**config.mk**
```make
export PLATFORM = sky130hd
export DESIGN_NAME = audio_chunk_pacer_flat
export DESIGN_NICKNAME = d
export VERILOG_FILES = /design/src/hdl/acp_pkg.sv /design/src/hdl/acp_if.sv /design/src/hdl/acp_ctrl.sv /design/src/hdl/acp_dp.sv /design/src/hdl/audio_chunk_pacer.sv /design/src/flat_wrapper.sv
export SDC_FILE = /design/constraint.sdc
export NUM_CORES = 2
export LEC_CHECK = 0
export BUFFER_PORTS_ARGS = -buffer_cell sky130_fd_sc_hd__buf_2
export CAP_MARGIN = 25
export CORE_MARGIN = 1
export CORE_UTILIZATION = 55
export DETAILED_ROUTE_END_ITERATION = 10
export HOLD_SLACK_MARGIN = 0.03
export PLACE_DENSITY = 0.73
export SLEW_MARGIN = 10
export SYNTH_ARGS = -nofsm -noshare
export SYNTH_HDL_FRONTEND = slang
export SYNTH_HIERARCHICAL = 1
export SYNTH_SLANG_ARGS = --single-unit
export TNS_END_PERCENT = 10
```
**constraint.sdc**
```tcl
create_clock -name clk -period 23.3 [get_ports clk]
set_input_delay 1.165 -clock clk [delete_from_list [all_inputs] [get_ports clk]]
set_output_delay 1.165 -clock clk [all_outputs]
set_load 0.03 [all_outputs]
```
**src/hdl/acp_pkg.sv**
```systemverilog
// Shared types and constants for the audio chunk pacer.
package acp_pkg;

	// Time and field widths
	localparam int TimeBits   = 48;
	localparam int NowW       = 48;
	localparam int RenderW    = 24;
	localparam int WaitW      = 24;
	localparam int CountW     = 32;
	localparam int LoadW      = 16;
	localparam int RateW      = 19;
	localparam int FramesW    = 16;
	localparam int PeriodW    = 24;
	localparam int CfgIdxW    = 2;
	localparam int CfgDataW   = 19;

	// Divider sizing: dividend holds frames * 1e6, divisor holds the rate or the period
	localparam int DivW       = 36;
	localparam int DsrW       = 24;
	localparam int CntW       = $clog2(DivW + 1);

	localparam logic [19:0]        UsPerSec     = 20'd1000000;
	localparam logic [6:0]         PctScale     = 7'd100;
	localparam logic [RateW-1:0]   RateDefault  = 19'd22050;
	localparam logic [FramesW-1:0] ChunkDefault = 16'd512;
	localparam logic [WaitW-1:0]   Max24        = {WaitW{1'b1}};
	localparam logic [LoadW-1:0]   Max16        = {LoadW{1'b1}};

	// Configuration register indexes
	typedef enum logic [CfgIdxW-1:0] {
		REG_SAMPLE_RATE,
		REG_CHUNK_FRAMES,
		REG_FILE_SINK
	} reg_idx_t;

	// Item operations
	typedef enum logic {
		OP_START,
		OP_WAIT
	} op_t;

	// Controller states
	typedef enum logic [3:0] {
		ST_IDLE,
		ST_PMUL,
		ST_LMUL,
		ST_DIV,
		ST_PSTORE,
		ST_LSTORE,
		ST_CMP,
		ST_DECIDE,
		ST_ADVANCE,
		ST_RESULT
	} state_t;

	// Commands from controller to datapath
	typedef struct packed {
		logic capture;
		logic load_period_div;
		logic load_load_div;
		logic clear_load;
		logic div_step;
		logic store_period;
		logic store_load;
		logic compare;
		logic decide;
		logic advance;
		logic publish;
	} cmd_t;

	// Status from datapath to controller
	typedef struct packed {
		logic in_operation;
		logic operation;
		logic file_sink;
		logic period_zero;
		logic div_last;
		logic out_free;
	} status_t;

endpackage

```
**src/hdl/acp_if.sv**
```systemverilog
// Channel interfaces: input items, result words and configuration writes.
interface acp_item_if;
	logic                          valid;
	logic                          ready;
	logic                          operation;
	logic [acp_pkg::NowW-1:0]      now_time;
	logic [acp_pkg::RenderW-1:0]   render_time;

	modport source (output valid, output operation, output now_time, output render_time,
		input ready);
	modport sink (input valid, input operation, input now_time, input render_time,
		output ready);
endinterface

interface acp_result_if;
	logic                          valid;
	logic                          ready;
	logic [acp_pkg::WaitW-1:0]     wait_time;
	logic                          late_flag;
	logic                          resync_flag;
	logic [acp_pkg::CountW-1:0]    late_total;
	logic [acp_pkg::CountW-1:0]    resync_total;
	logic [acp_pkg::LoadW-1:0]     load_percent;

	modport source (output valid, output wait_time, output late_flag, output resync_flag,
		output late_total, output resync_total, output load_percent, input ready);
	modport sink (input valid, input wait_time, input late_flag, input resync_flag,
		input late_total, input resync_total, input load_percent, output ready);
endinterface

interface acp_cfg_if;
	logic                          valid;
	logic                          ready;
	logic [acp_pkg::CfgIdxW-1:0]   index;
	logic [acp_pkg::CfgDataW-1:0]  data;

	modport source (output valid, output index, output data, input ready);
	modport sink (input valid, input index, input data, output ready);
endinterface

```
**src/hdl/acp_ctrl.sv**
```systemverilog
// Sequencing state machine for the audio chunk pacer.
module acp_ctrl (
	input  logic             clk,
	input  logic             arst_n,
	input  logic             in_valid,
	output logic             in_ready,
	input  acp_pkg::status_t status,
	output acp_pkg::cmd_t    cmd
);

	acp_pkg::state_t state_q;
	acp_pkg::state_t state_d;

	// State register
	always_ff @(posedge clk or negedge arst_n) begin
		if (!arst_n) begin
			state_q <= acp_pkg::ST_IDLE;
		end else begin
			state_q <= state_d;
		end
	end

	// Next state and commands
	always_comb begin
		state_d  = state_q;
		cmd      = '0;
		in_ready = 1'b0;
		case (state_q)
			acp_pkg::ST_IDLE: begin
				in_ready = 1'b1;
				if (in_valid) begin
					cmd.capture = 1'b1;
					state_d = status.in_operation ? acp_pkg::ST_LMUL : acp_pkg::ST_PMUL;
				end
			end
			acp_pkg::ST_PMUL: begin
				cmd.load_period_div = 1'b1;
				state_d = acp_pkg::ST_DIV;
			end
			acp_pkg::ST_LMUL: begin
				if (status.period_zero) begin
					cmd.clear_load = 1'b1;
					state_d = status.file_sink ? acp_pkg::ST_RESULT : acp_pkg::ST_CMP;
				end else begin
					cmd.load_load_div = 1'b1;
					state_d = acp_pkg::ST_DIV;
				end
			end
			acp_pkg::ST_DIV: begin
				cmd.div_step = 1'b1;
				if (status.div_last) begin
					state_d = status.operation ? acp_pkg::ST_LSTORE : acp_pkg::ST_PSTORE;
				end
			end
			acp_pkg::ST_PSTORE: begin
				cmd.store_period = 1'b1;
				state_d = acp_pkg::ST_ADVANCE;
			end
			acp_pkg::ST_LSTORE: begin
				cmd.store_load = 1'b1;
				state_d = status.file_sink ? acp_pkg::ST_RESULT : acp_pkg::ST_CMP;
			end
			acp_pkg::ST_CMP: begin
				cmd.compare = 1'b1;
				state_d = acp_pkg::ST_DECIDE;
			end
			acp_pkg::ST_DECIDE: begin
				cmd.decide = 1'b1;
				state_d = acp_pkg::ST_ADVANCE;
			end
			acp_pkg::ST_ADVANCE: begin
				cmd.advance = 1'b1;
				state_d = acp_pkg::ST_RESULT;
			end
			acp_pkg::ST_RESULT: begin
				if (status.out_free) begin
					cmd.publish = 1'b1;
					state_d = acp_pkg::ST_IDLE;
				end
			end
			default: begin
				state_d = acp_pkg::ST_IDLE;
			end
		endcase
	end

	// An accepted word always starts work
	a_accept_leaves_idle: assert property (@(posedge clk) disable iff (!arst_n)
		in_valid && in_ready |=> state_q != acp_pkg::ST_IDLE)
		else $error("accepted word did not start work");

	// Publishing a result returns to idle
	a_publish_to_idle: assert property (@(posedge clk) disable iff (!arst_n)
		cmd.publish |=> state_q == acp_pkg::ST_IDLE)
		else $error("publish did not return to idle");

	// A blocked result holds its state
	a_result_holds: assert property (@(posedge clk) disable iff (!arst_n)
		state_q == acp_pkg::ST_RESULT && !status.out_free |=> state_q == acp_pkg::ST_RESULT)
		else $error("result dropped while output busy");

endmodule

```
**src/hdl/acp_dp.sv**
```systemverilog
// Datapath: configuration, shared restoring divider, deadline and counters.
module acp_dp (
	input  logic                        clk,
	input  logic                        arst_n,
	input  acp_pkg::cmd_t               cmd,
	output acp_pkg::status_t            status,
	input  logic                        operation,
	input  logic [acp_pkg::NowW-1:0]    now_time,
	input  logic [acp_pkg::RenderW-1:0] render_time,
	acp_cfg_if.sink                     cfg,
	acp_result_if.source                result
);

	localparam int TB = acp_pkg::TimeBits;

	// Configuration
	logic [acp_pkg::RateW-1:0]   rate_q;
	logic [acp_pkg::FramesW-1:0] frames_q;
	logic                        file_q;

	// Captured item
	logic                        op_q;
	logic [TB-1:0]               now_q;
	logic [acp_pkg::RenderW-1:0] render_q;

	// Pacing state
	logic [acp_pkg::PeriodW-1:0] period_q;
	logic [TB-1:0]               deadline_q;
	logic [acp_pkg::CountW-1:0]  late_cnt_q;
	logic [acp_pkg::CountW-1:0]  resync_cnt_q;
	logic                        use_now_q;

	// Working results
	logic [TB:0]                 diff_q;
	logic [TB-1:0]               lateness_q;
	logic [acp_pkg::WaitW-1:0]   wait_q;
	logic                        late_q;
	logic                        resync_q;
	logic [acp_pkg::LoadW-1:0]   load_q;

	// Divider
	logic [acp_pkg::DsrW-1:0]    rem_q;
	logic [acp_pkg::DivW-1:0]    quo_q;
	logic [acp_pkg::DsrW-1:0]    dsr_q;
	logic [acp_pkg::CntW-1:0]    cnt_q;

	// Output register
	logic                        out_valid_q;
	logic [acp_pkg::WaitW-1:0]   out_wait_q;
	logic                        out_late_q;
	logic                        out_resync_q;
	logic [acp_pkg::CountW-1:0]  out_late_tot_q;
	logic [acp_pkg::CountW-1:0]  out_resync_tot_q;
	logic [acp_pkg::LoadW-1:0]   out_load_q;

	logic [acp_pkg::RateW-1:0]   rate_eff;
	logic [acp_pkg::FramesW-1:0] frames_eff;
	logic [acp_pkg::DivW-1:0]    period_num;
	logic [30:0]                 load_prod;
	logic [acp_pkg::DivW-1:0]    load_num;
	logic [acp_pkg::DsrW:0]      shifted;
	logic [acp_pkg::DsrW+1:0]    trial;
	logic                        trial_ge;
	logic [acp_pkg::PeriodW-1:0] period_sat;
	logic [acp_pkg::LoadW-1:0]   load_sat;

	// Substitute defaults for zero settings
	assign rate_eff   = (rate_q == '0) ? acp_pkg::RateDefault : rate_q;
	assign frames_eff = (frames_q == '0) ? acp_pkg::ChunkDefault : frames_q;

	// Dividends: frames * 1e6, and render * 100 plus half a period for rounding
	assign period_num = acp_pkg::DivW'(frames_eff) * acp_pkg::DivW'(acp_pkg::UsPerSec);
	assign load_prod  = 31'(render_q) * 31'(acp_pkg::PctScale);
	assign load_num   = acp_pkg::DivW'(load_prod) + acp_pkg::DivW'(period_q[acp_pkg::PeriodW-1:1]);

	// One restoring step per cycle
	assign shifted  = {rem_q, quo_q[acp_pkg::DivW-1]};
	assign trial    = {1'b0, shifted} - {2'b00, dsr_q};
	assign trial_ge = ~trial[acp_pkg::DsrW+1];

	// Saturate quotients; a zero load quotient with a nonzero render time becomes 1
	assign period_sat = (quo_q[acp_pkg::DivW-1:acp_pkg::PeriodW] != '0) ?
		acp_pkg::Max24 : quo_q[acp_pkg::PeriodW-1:0];
	always_comb begin
		if (quo_q > acp_pkg::DivW'(acp_pkg::Max16)) begin
			load_sat = acp_pkg::Max16;
		end else if (quo_q == '0 && render_q != '0) begin
			load_sat = acp_pkg::LoadW'(1);
		end else begin
			load_sat = quo_q[acp_pkg::LoadW-1:0];
		end
	end

	assign status.in_operation = operation;
	assign status.operation    = op_q;
	assign status.file_sink    = file_q;
	assign status.period_zero  = (period_q == '0);
	assign status.div_last     = (cnt_q == acp_pkg::CntW'(1));
	assign status.out_free     = ~out_valid_q | result.ready;

	assign cfg.ready = 1'b1;

	// Write configuration registers
	always_ff @(posedge clk or negedge arst_n) begin
		if (!arst_n) begin
			rate_q   <= acp_pkg::RateDefault;
			frames_q <= acp_pkg::ChunkDefault;
			file_q   <= 1'b0;
		end else if (cfg.valid) begin
			case (acp_pkg::reg_idx_t'(cfg.index))
				acp_pkg::REG_SAMPLE_RATE:  rate_q   <= cfg.data[acp_pkg::RateW-1:0];
				acp_pkg::REG_CHUNK_FRAMES: frames_q <= cfg.data[acp_pkg::FramesW-1:0];
				acp_pkg::REG_FILE_SINK:    file_q   <= cfg.data[0];
				default: ;
			endcase
		end
	end

	// Pacing state, counters and divider count
	always_ff @(posedge clk or negedge arst_n) begin
		if (!arst_n) begin
			period_q     <= '0;
			deadline_q   <= '0;
			late_cnt_q   <= '0;
			resync_cnt_q <= '0;
			cnt_q        <= '0;
		end else begin
			if (cmd.load_period_div || cmd.load_load_div) begin
				cnt_q <= acp_pkg::CntW'(acp_pkg::DivW);
			end else if (cmd.div_step) begin
				cnt_q <= cnt_q - acp_pkg::CntW'(1);
			end
			if (cmd.store_period) begin
				period_q <= period_sat;
			end
			if (cmd.decide && diff_q[TB]) begin
				late_cnt_q <= late_cnt_q + acp_pkg::CountW'(1);
				if (lateness_q > TB'(period_q)) begin
					resync_cnt_q <= resync_cnt_q + acp_pkg::CountW'(1);
				end
			end
			if (cmd.advance) begin
				deadline_q <= (use_now_q ? now_q : deadline_q) + TB'(period_q);
			end
		end
	end

	// Capture item, run divider, compare and decide
	always_ff @(posedge clk) begin
		if (cmd.capture) begin
			op_q     <= operation;
			now_q    <= TB'(now_time);
			render_q <= render_time;
			wait_q   <= '0;
			late_q   <= 1'b0;
			resync_q <= 1'b0;
			load_q   <= '0;
		end
		if (cmd.load_period_div) begin
			rem_q <= '0;
			quo_q <= period_num;
			dsr_q <= acp_pkg::DsrW'(rate_eff);
		end else if (cmd.load_load_div) begin
			rem_q <= '0;
			quo_q <= load_num;
			dsr_q <= period_q;
		end else if (cmd.div_step) begin
			rem_q <= trial_ge ? trial[acp_pkg::DsrW-1:0] : shifted[acp_pkg::DsrW-1:0];
			quo_q <= {quo_q[acp_pkg::DivW-2:0], trial_ge};
		end
		if (cmd.clear_load) begin
			load_q <= '0;
		end else if (cmd.store_load) begin
			load_q <= load_sat;
		end
		if (cmd.store_period) begin
			use_now_q <= 1'b1;
		end
		if (cmd.compare) begin
			diff_q     <= {1'b0, deadline_q} - {1'b0, now_q};
			lateness_q <= now_q - deadline_q;
		end
		if (cmd.decide) begin
			if (!diff_q[TB]) begin
				wait_q    <= (diff_q[TB-1:0] > TB'(acp_pkg::Max24)) ?
					acp_pkg::Max24 : diff_q[acp_pkg::WaitW-1:0];
				use_now_q <= 1'b0;
			end else begin
				late_q    <= 1'b1;
				resync_q  <= (lateness_q > TB'(period_q));
				use_now_q <= (lateness_q > TB'(period_q));
			end
		end
	end

	// Hold the result word until taken
	always_ff @(posedge clk or negedge arst_n) begin
		if (!arst_n) begin
			out_valid_q <= 1'b0;
		end else if (cmd.publish) begin
			out_valid_q <= 1'b1;
		end else if (result.ready) begin
			out_valid_q <= 1'b0;
		end
	end

	always_ff @(posedge clk) begin
		if (cmd.publish) begin
			out_wait_q       <= wait_q;
			out_late_q       <= late_q;
			out_resync_q     <= resync_q;
			out_late_tot_q   <= late_cnt_q;
			out_resync_tot_q <= resync_cnt_q;
			out_load_q       <= load_q;
		end
	end

	assign result.valid        = out_valid_q;
	assign result.wait_time    = out_wait_q;
	assign result.late_flag    = out_late_q;
	assign result.resync_flag  = out_resync_q;
	assign result.late_total   = out_late_tot_q;
	assign result.resync_total = out_resync_tot_q;
	assign result.load_percent = out_load_q;

	// A resync word is always a late word
	a_resync_is_late: assert property (@(posedge clk) disable iff (!arst_n)
		result.valid && result.resync_flag |-> result.late_flag)
		else $error("resync flagged without late");

	// Late count moves by one at a time
	a_late_step: assert property (@(posedge clk) disable iff (!arst_n)
		late_cnt_q != $past(late_cnt_q) |-> late_cnt_q == $past(late_cnt_q) + acp_pkg::CountW'(1))
		else $error("late count jumped");

	// Partial remainder stays below the divisor
	a_rem_bound: assert property (@(posedge clk) disable iff (!arst_n)
		cmd.div_step |-> rem_q < dsr_q)
		else $error("divider remainder out of range");

endmodule

```
**src/hdl/audio_chunk_pacer.sv**
```systemverilog
// Audio chunk pacer: top level joining the controller and the datapath.
//
// Channels: item (operation, now_time, render_time) in, result (wait_time,
// late_flag, resync_flag, late_total, resync_total, load_percent) out, and
// cfg, a register write port (index 0 sample_rate, 1 chunk_frames,
// 2 file_sink) that is always ready. Every accepted word yields one result.
//
// Sequence: one word at a time. Both the chunk period (start word) and the
// load percentage (wait word) come from the shared one-bit-per-cycle
// restoring divider (36 steps). A wait word then compares and decides; in
// file mode it skips those steps, and a wait word before any start skips the
// divider too. item.ready is high only while idle, so the next word can be
// taken in the cycle after the result is published.
//
// Reset clears the deadline, period and counters and loads the register
// defaults (22050, 512, device sink). A finished result sits in an output
// register; a new word may be accepted while it waits, but the next result
// holds inside until the receiver takes the pending one.
module audio_chunk_pacer (
	input  logic          clk,
	input  logic          arst_n,
	acp_item_if.sink      item,
	acp_result_if.source  result,
	acp_cfg_if.sink       cfg
);

	acp_pkg::cmd_t    cmd;
	acp_pkg::status_t status;
	logic             in_ready;

	assign item.ready = in_ready;

	acp_ctrl u_ctrl (
		.clk      (clk),
		.arst_n   (arst_n),
		.in_valid (item.valid),
		.in_ready (in_ready),
		.status   (status),
		.cmd      (cmd)
	);

	acp_dp u_dp (
		.clk         (clk),
		.arst_n      (arst_n),
		.cmd         (cmd),
		.status      (status),
		.operation   (item.operation),
		.now_time    (item.now_time),
		.render_time (item.render_time),
		.cfg         (cfg),
		.result      (result)
	);

endmodule
```
**src/flat_wrapper.sv**
```systemverilog
// flat-port wrapper written by rule: the top's interface ports become plain ports
module audio_chunk_pacer_flat 
  (clk, arst_n, item_valid, item_operation, item_now_time, item_render_time, item_ready, result_valid, result_wait_time, result_late_flag, result_resync_flag, result_late_total, result_resync_total, result_load_percent, result_ready, cfg_valid, cfg_index, cfg_data, cfg_ready);
  acp_item_if item_i ();
  acp_result_if result_i ();
  acp_cfg_if cfg_i ();
  input  logic clk;
  input  logic arst_n;
  input wire logic [$bits(item_i.valid)-1:0] item_valid;
  input wire logic [$bits(item_i.operation)-1:0] item_operation;
  input wire logic [$bits(item_i.now_time)-1:0] item_now_time;
  input wire logic [$bits(item_i.render_time)-1:0] item_render_time;
  output wire logic [$bits(item_i.ready)-1:0] item_ready;
  output wire logic [$bits(result_i.valid)-1:0] result_valid;
  output wire logic [$bits(result_i.wait_time)-1:0] result_wait_time;
  output wire logic [$bits(result_i.late_flag)-1:0] result_late_flag;
  output wire logic [$bits(result_i.resync_flag)-1:0] result_resync_flag;
  output wire logic [$bits(result_i.late_total)-1:0] result_late_total;
  output wire logic [$bits(result_i.resync_total)-1:0] result_resync_total;
  output wire logic [$bits(result_i.load_percent)-1:0] result_load_percent;
  input wire logic [$bits(result_i.ready)-1:0] result_ready;
  input wire logic [$bits(cfg_i.valid)-1:0] cfg_valid;
  input wire logic [$bits(cfg_i.index)-1:0] cfg_index;
  input wire logic [$bits(cfg_i.data)-1:0] cfg_data;
  output wire logic [$bits(cfg_i.ready)-1:0] cfg_ready;
  assign item_i.valid = item_valid;
  assign item_i.operation = item_operation;
  assign item_i.now_time = item_now_time;
  assign item_i.render_time = item_render_time;
  assign item_ready = item_i.ready;
  assign result_valid = result_i.valid;
  assign result_wait_time = result_i.wait_time;
  assign result_late_flag = result_i.late_flag;
  assign result_resync_flag = result_i.resync_flag;
  assign result_late_total = result_i.late_total;
  assign result_resync_total = result_i.resync_total;
  assign result_load_percent = result_i.load_percent;
  assign result_i.ready = result_ready;
  assign cfg_i.valid = cfg_valid;
  assign cfg_i.index = cfg_index;
  assign cfg_i.data = cfg_data;
  assign cfg_ready = cfg_i.ready;
  audio_chunk_pacer u_core (.clk(clk), .arst_n(arst_n), .item(item_i), .result(result_i), .cfg(cfg_i));
endmodule
```
* Yosys cells after proc, flatten, opt, wreduce, memory -nomap -nowiden
Index checks and enable logic that the tools add are counted.
Widths: inputs -> output; s select.
** Word-level totals
- Register bits after elaboration :: 586
- Input bits :: 99
** Cells by class
- $add $sub $neg :: 8
- Multipliers :: 2
- Order comparisons :: 3
- Equal/unequal tests :: 15
- Multiplexer cells :: 54
- Bitwise gates (word level) :: 3
- Reduce and logical (&&, ||, !) cells :: 25
** Operators by type and width (number)
- $mux 24 :: 6
- $mux 36 :: 3
- $mux 16 :: 5
- $add 32x1->32 const B :: 2
- $mux 19 :: 3
- $sub 48x48->49 :: 1
- $add 48x24->48 :: 1
- $gt 48x24->1 :: 1
- $gt 48x24->1 const B :: 1
- $mux 48 :: 1
- $sub 48x48->48 :: 1
- $gt 36x16->1 const B :: 1
- $logic_not 36->1 :: 1
- $pmux 4 s9 :: 1
- $add 31x23->32 :: 1
- $mul 16x14->30 const B :: 1
- $mul 24x5->29 const B :: 1
- $mux 1 :: 26
- $sub 25x24->26 :: 1
- $logic_not 24->1 :: 1
- $reduce_bool 24->1 :: 1
- $mux 4 :: 5
- $logic_not 19->1 :: 1
- $eq 4x3->1 const B :: 4
- 24 further kinds :: 40

* Depth between registers and ports, before layout
- Depth after elaboration :: 5
- Gate-level depth with buffers :: 28

* Modules after synthesis
The synthesis kept the hierarchy.
** Modules (own cells, without submodules)
- acp_dp :: times used 1, cells each 3819, area each 38217.9 µm²
- acp_ctrl :: times used 1, cells each 60, area each 460.4 µm²

* Worst setup path after synthesis
No wires, ideal clock.
- Kind :: input-to-reg
- Start :: input result_ready
- End :: register u_core.u_dp.out_late_q, in the netlist u_core/u_dp/result.late_flag (enable)
- Setup time :: 0.869 ns
- Data arrival time :: 12.259 ns
- Data required time :: 22.431 ns
- Slack :: 10.172 ns
- Stages on the path :: 2
- Buffers on the path :: 0
- Cells stage by stage :: nand2b_1 -> nor4b_1
** RTL lines
- from (decl) :: line flat_wrapper.sv:21 : input wire logic [$bits(result_i.ready)-1:0] result_ready;
- to (signal assigned) :: line acp_dp.sv:210 : out_late_q <= late_q;
- to (decl) :: line acp_dp.sv:50 : logic out_late_q;

* Final worst setup path
- Start :: register u_core/u_dp/frames_q[12] (netlist bit)
- End :: register u_core/u_dp/quo_q[35] (netlist bit), data pin
** On the way
- Cells in the longest elaborated chain, start to end :: 4
** RTL lines
- from (decl) :: line acp_dp.sv:18 : logic [acp_pkg::FramesW-1:0] frames_q;
- from (signal assigned) :: line acp_dp.sv:107 : frames_q <= acp_pkg::ChunkDefault;
- from (signal assigned) :: line acp_dp.sv:112 : acp_pkg::REG_CHUNK_FRAMES: frames_q <= cfg.data[acp_pkg::FramesW-1:0];
- $logic_not 16->1 :: line acp_dp.sv:69 : assign frames_eff = (frames_q == '0) ? acp_pkg::ChunkDefault : frames_q;
- $mux 16 (*) :: line acp_dp.sv:69
- $mul 16x14->30 (*) :: line acp_dp.sv:72 : assign period_num = acp_pkg::DivW'(frames_eff) * acp_pkg::DivW'(acp_pkg::UsPerSec);
- $mux 36 (*) :: line acp_dp.sv:159 : if (cmd.load_period_div) begin
- to (signal assigned) :: line acp_dp.sv:161 : quo_q <= period_num;
- to (signal assigned) :: line acp_dp.sv:165 : quo_q <= load_num;
- to (signal assigned) :: line acp_dp.sv:169 : quo_q <= {quo_q[acp_pkg::DivW-2:0], trial_ge};
- to (decl) :: line acp_dp.sv:43 : logic [acp_pkg::DivW-1:0] quo_q;
Mark *: on every way between the ends. The rest lies on a longest branch, timed or not.
A chain may end at the register's enable or synchronous reset.

==> run metrics <==
status=finished clean; PostCTS Resize Cnt=0; DP HPWL=roughly 70000 um; Post-CTS Setup Bufs=0; critical path's slowest cell=fa_1; port bufs=206; drc violations=0; RSZ-0062 raised after global routing=false; DRT antenna net count=0; Yosys cell types=106; syn avg cell area=9.97 um^2; Chip Height=267 um; Final period util=32.1%; H-tree depth=3; largest net degree at the start of global routing=78; fraction of layout cells with a size suffix above 1=11.4%; Clock Skew=0.0282 ns; most common cell after layout, fill and taps aside=inv_1; Max Clk Rate=134 MHz; Initial Util=around 56%; post-DR wirelength/cell=18.3 um; Syn Nets=4446; Worst Tran Pin Value=1.04 ns; Ports=208; Arr. time, crit path=between 7 and 8 ns; drt first pass iters=6; DR vias=28900; initial antenna violation count=3; CP dominant cell by count=fa_1; area of the core=69100 um^2; Worst path max stage delay=0.54 ns; Fin. Hold Viols=0; Antenna Cells=0; Crit Path Class=register to register; drt via density=5.76; CTS tree=built; ys flop type=edfxtp_1; CP Cell Sequence=inv_1, nand3_1, nor4_1, nand4_1, and2_1, fa_1, fa_1, fa_1, inv_1, fa_1, inv_1, ha_1, ha_1, ha_1, a21o_1, a21o_1, a21o_1, a2111oi_2, o211ai_1, a41oi_1, o21ai_0, a31oi_1, xnor2_1, o21ai_0; Total GRT Usage=between 20% and 30%; Routed Wire Length=92100 um; CTS Buf Count=between 60 and 70; vias in the first global route=27600; number of synthesized flops with an enable pin=325; # Max-Cap Violations=0; CP required=23.63 ns; setup_tns=0 ns; first-pass GRT wire length=147000 um; clk buf depth=3; hold_buf cts=0; Startpoint Class=register; Final GP Congestion=between 0.9 and 1; yosys warns=6; Post-Syn Area=38700 um^2; crit end category=register; most frequent cells in the layout=408 x inv_1, 390 x ha_1, 325 x edfxtp_1, 291 x a21oi_1, 271 x nand2_1; synthesis-to-finish area growth=10.7%; final core utilization=62.0%; Hold Crit Class=register to register; Clock Latency Late Sink=0.63 ns; Clock Tree Root=clkbuf_16; Final setup viols=0; sequential-to-total area share from yosys stat=41.1%; layout net count=4604; Die X=between 200 and 300 um; Crit Path Max Fanout=11; DIE AREA=71400 um^2; row cnt=96; fin crit period=7.48 ns; clk sinks=585; CTS clock-pin slew for the worst setup and hold paths=roughly 0.060 ns; Max Slew Vio Count=0; Slew headroom=between 30% and 40%; initial DRC count=around 2200; Overflow after GRT=0; register bit total from synthesis=585; Post-synth ARST share=around 31%; Post-Syn Instances=3879
cell type report:
cell class / instances / area, um^2
inverters: 412 / 1550
multi-input cells: 2737 / 20600
clock buffers: 85 / 1840
repair buffers: 235 / 1280
clock inverters: 37 / 484
well taps: 931 / 1160
fillers: 5686 / 26300
flip-flops and latches: 585 / 15900
critical path, delay by kind of cell (launching register included):
| family | cells | cell delay [ns] |
|---|---|---|
| compound gates | 9 | 2.10 |
| xor+xnor | 1 | 0.14 |
| fa+ha+maj | 7 | 3.02 |
| buf+inv | 3 | 0.30 |
| flops | 1 | 0.53 |
| simple gates | 4 | 1.10 |
per-layer routing:
metal / GRT usage [%] / routed length (um)
met1: 36.9 / 41800
met2: 40.3 / 41500
met3: 4.25 / 6240
met4: 8.26 / 2610
met5: 0 / 13
final timing paths:
path	startpoint	to	slack, ns	cells past startpoint
setup / recovery	u_core/u_dp/frames_q[12]	u_core/u_dp/quo_q[35]	15.82	24
hold / removal	u_core/u_dp/wait_q[11]	u_core/u_dp/result.wait_time[11]	0.42	0
setup reg to reg	u_core/u_dp/frames_q[12]	u_core/u_dp/quo_q[35]	15.82	24
hold reg to reg	u_core/u_dp/wait_q[11]	u_core/u_dp/result.wait_time[11]	0.42	0
max in group asynchronous	arst_n	u_core/u_dp/rate_q[14]	20.96	4
min in group asynchronous	arst_n	u_core/u_dp/resync_cnt_q[9]	0.50	1
cells by family after synthesis:
kind of cell    share of synthesized area [%]
flops                                    41.1
fa+ha+maj                                16.7
buf+inv                                  5.76
mux                                      2.59
simple gates                             11.6
other cells                           0.00970
xor+xnor                                 6.14
compound gates                           16.2
through the flow:
| stage | hold slack (ns) | cell area [um^2] | instances | setup slack (ns) |
|---|---|---|---|---|
| floorplan | 0.408 | 38700 | 3879 | 10.17 |
| global placement | 0.414 | 40400 | 4895 | 15.89 |
| detailed placement | 0.417 | 40400 | 4897 | 15.82 |
| CTS | 0.410 | 42800 | 5019 | 15.76 |
| global route | 0.432 | 42800 | 5022 | 15.38 |
| finish | 0.418 | 42800 | 5022 | 15.82 |
cells in the mapped netlist, drive strengths merged, types with 27 or more instances:
| cell type | number | share of area [%] |
|---|---|---|
| inv | 410 | 4.0 |
| ha | 390 | 13 |
| edfxtp | 325 | 25 |
| a21oi | 291 | 3.8 |
| nand2 | 271 | 2.6 |
| o21ai | 266 | 3.5 |
| nor2 | 232 | 2.3 |
| xnor2 | 185 | 4.2 |
| dfrtp | 176 | 11 |
| a21o | 120 | 2.3 |
| clkbuf | 95 | 1.0 |
| xor2 | 86 | 1.9 |
| nand3 | 85 | 1.1 |
| fa | 78 | 4.0 |
| dfxtp | 77 | 4.0 |
| nor3 | 64 | 0.85 |
| mux2i | 53 | 1.4 |
| a211oi | 50 | 1.0 |
| buf | 50 | 0.77 |
| nand4 | 47 | 0.76 |
| nor4 | 47 | 0.80 |
| mux2 | 42 | 1.2 |
| nor2b | 41 | 0.68 |
| nand2b | 33 | 0.53 |
| and3 | 28 | 0.46 |
| o21bai | 28 | 0.54 |
| o21a | 27 | 0.52 |
state kept, by name, indices dropped and copies added (netlist names), 19 cells and up:
name / flops
u_core/u_dp/late_cnt_q: 32
u_core/u_dp/lateness_q: 47
u_core/u_dp/wait_q: 24
u_core/u_dp/dsr_q: 24
u_core/u_dp/result.wait_time: 24
u_core/u_dp/diff_q: 49
u_core/u_dp/deadline_q: 48
u_core/u_dp/render_q: 24
u_core/u_dp/now_q: 48
u_core/u_dp/result.late_total: 32
u_core/u_dp/rate_q: 19
u_core/u_dp/resync_cnt_q: 32
u_core/u_dp/quo_q: 36
u_core/u_dp/result.resync_total: 32
u_core/u_dp/rem_q: 24
u_core/u_dp/period_q: 24
Power is not shown: default switching activity piles up to over one toggle a cycle in this logic, so the estimate is an artifact.
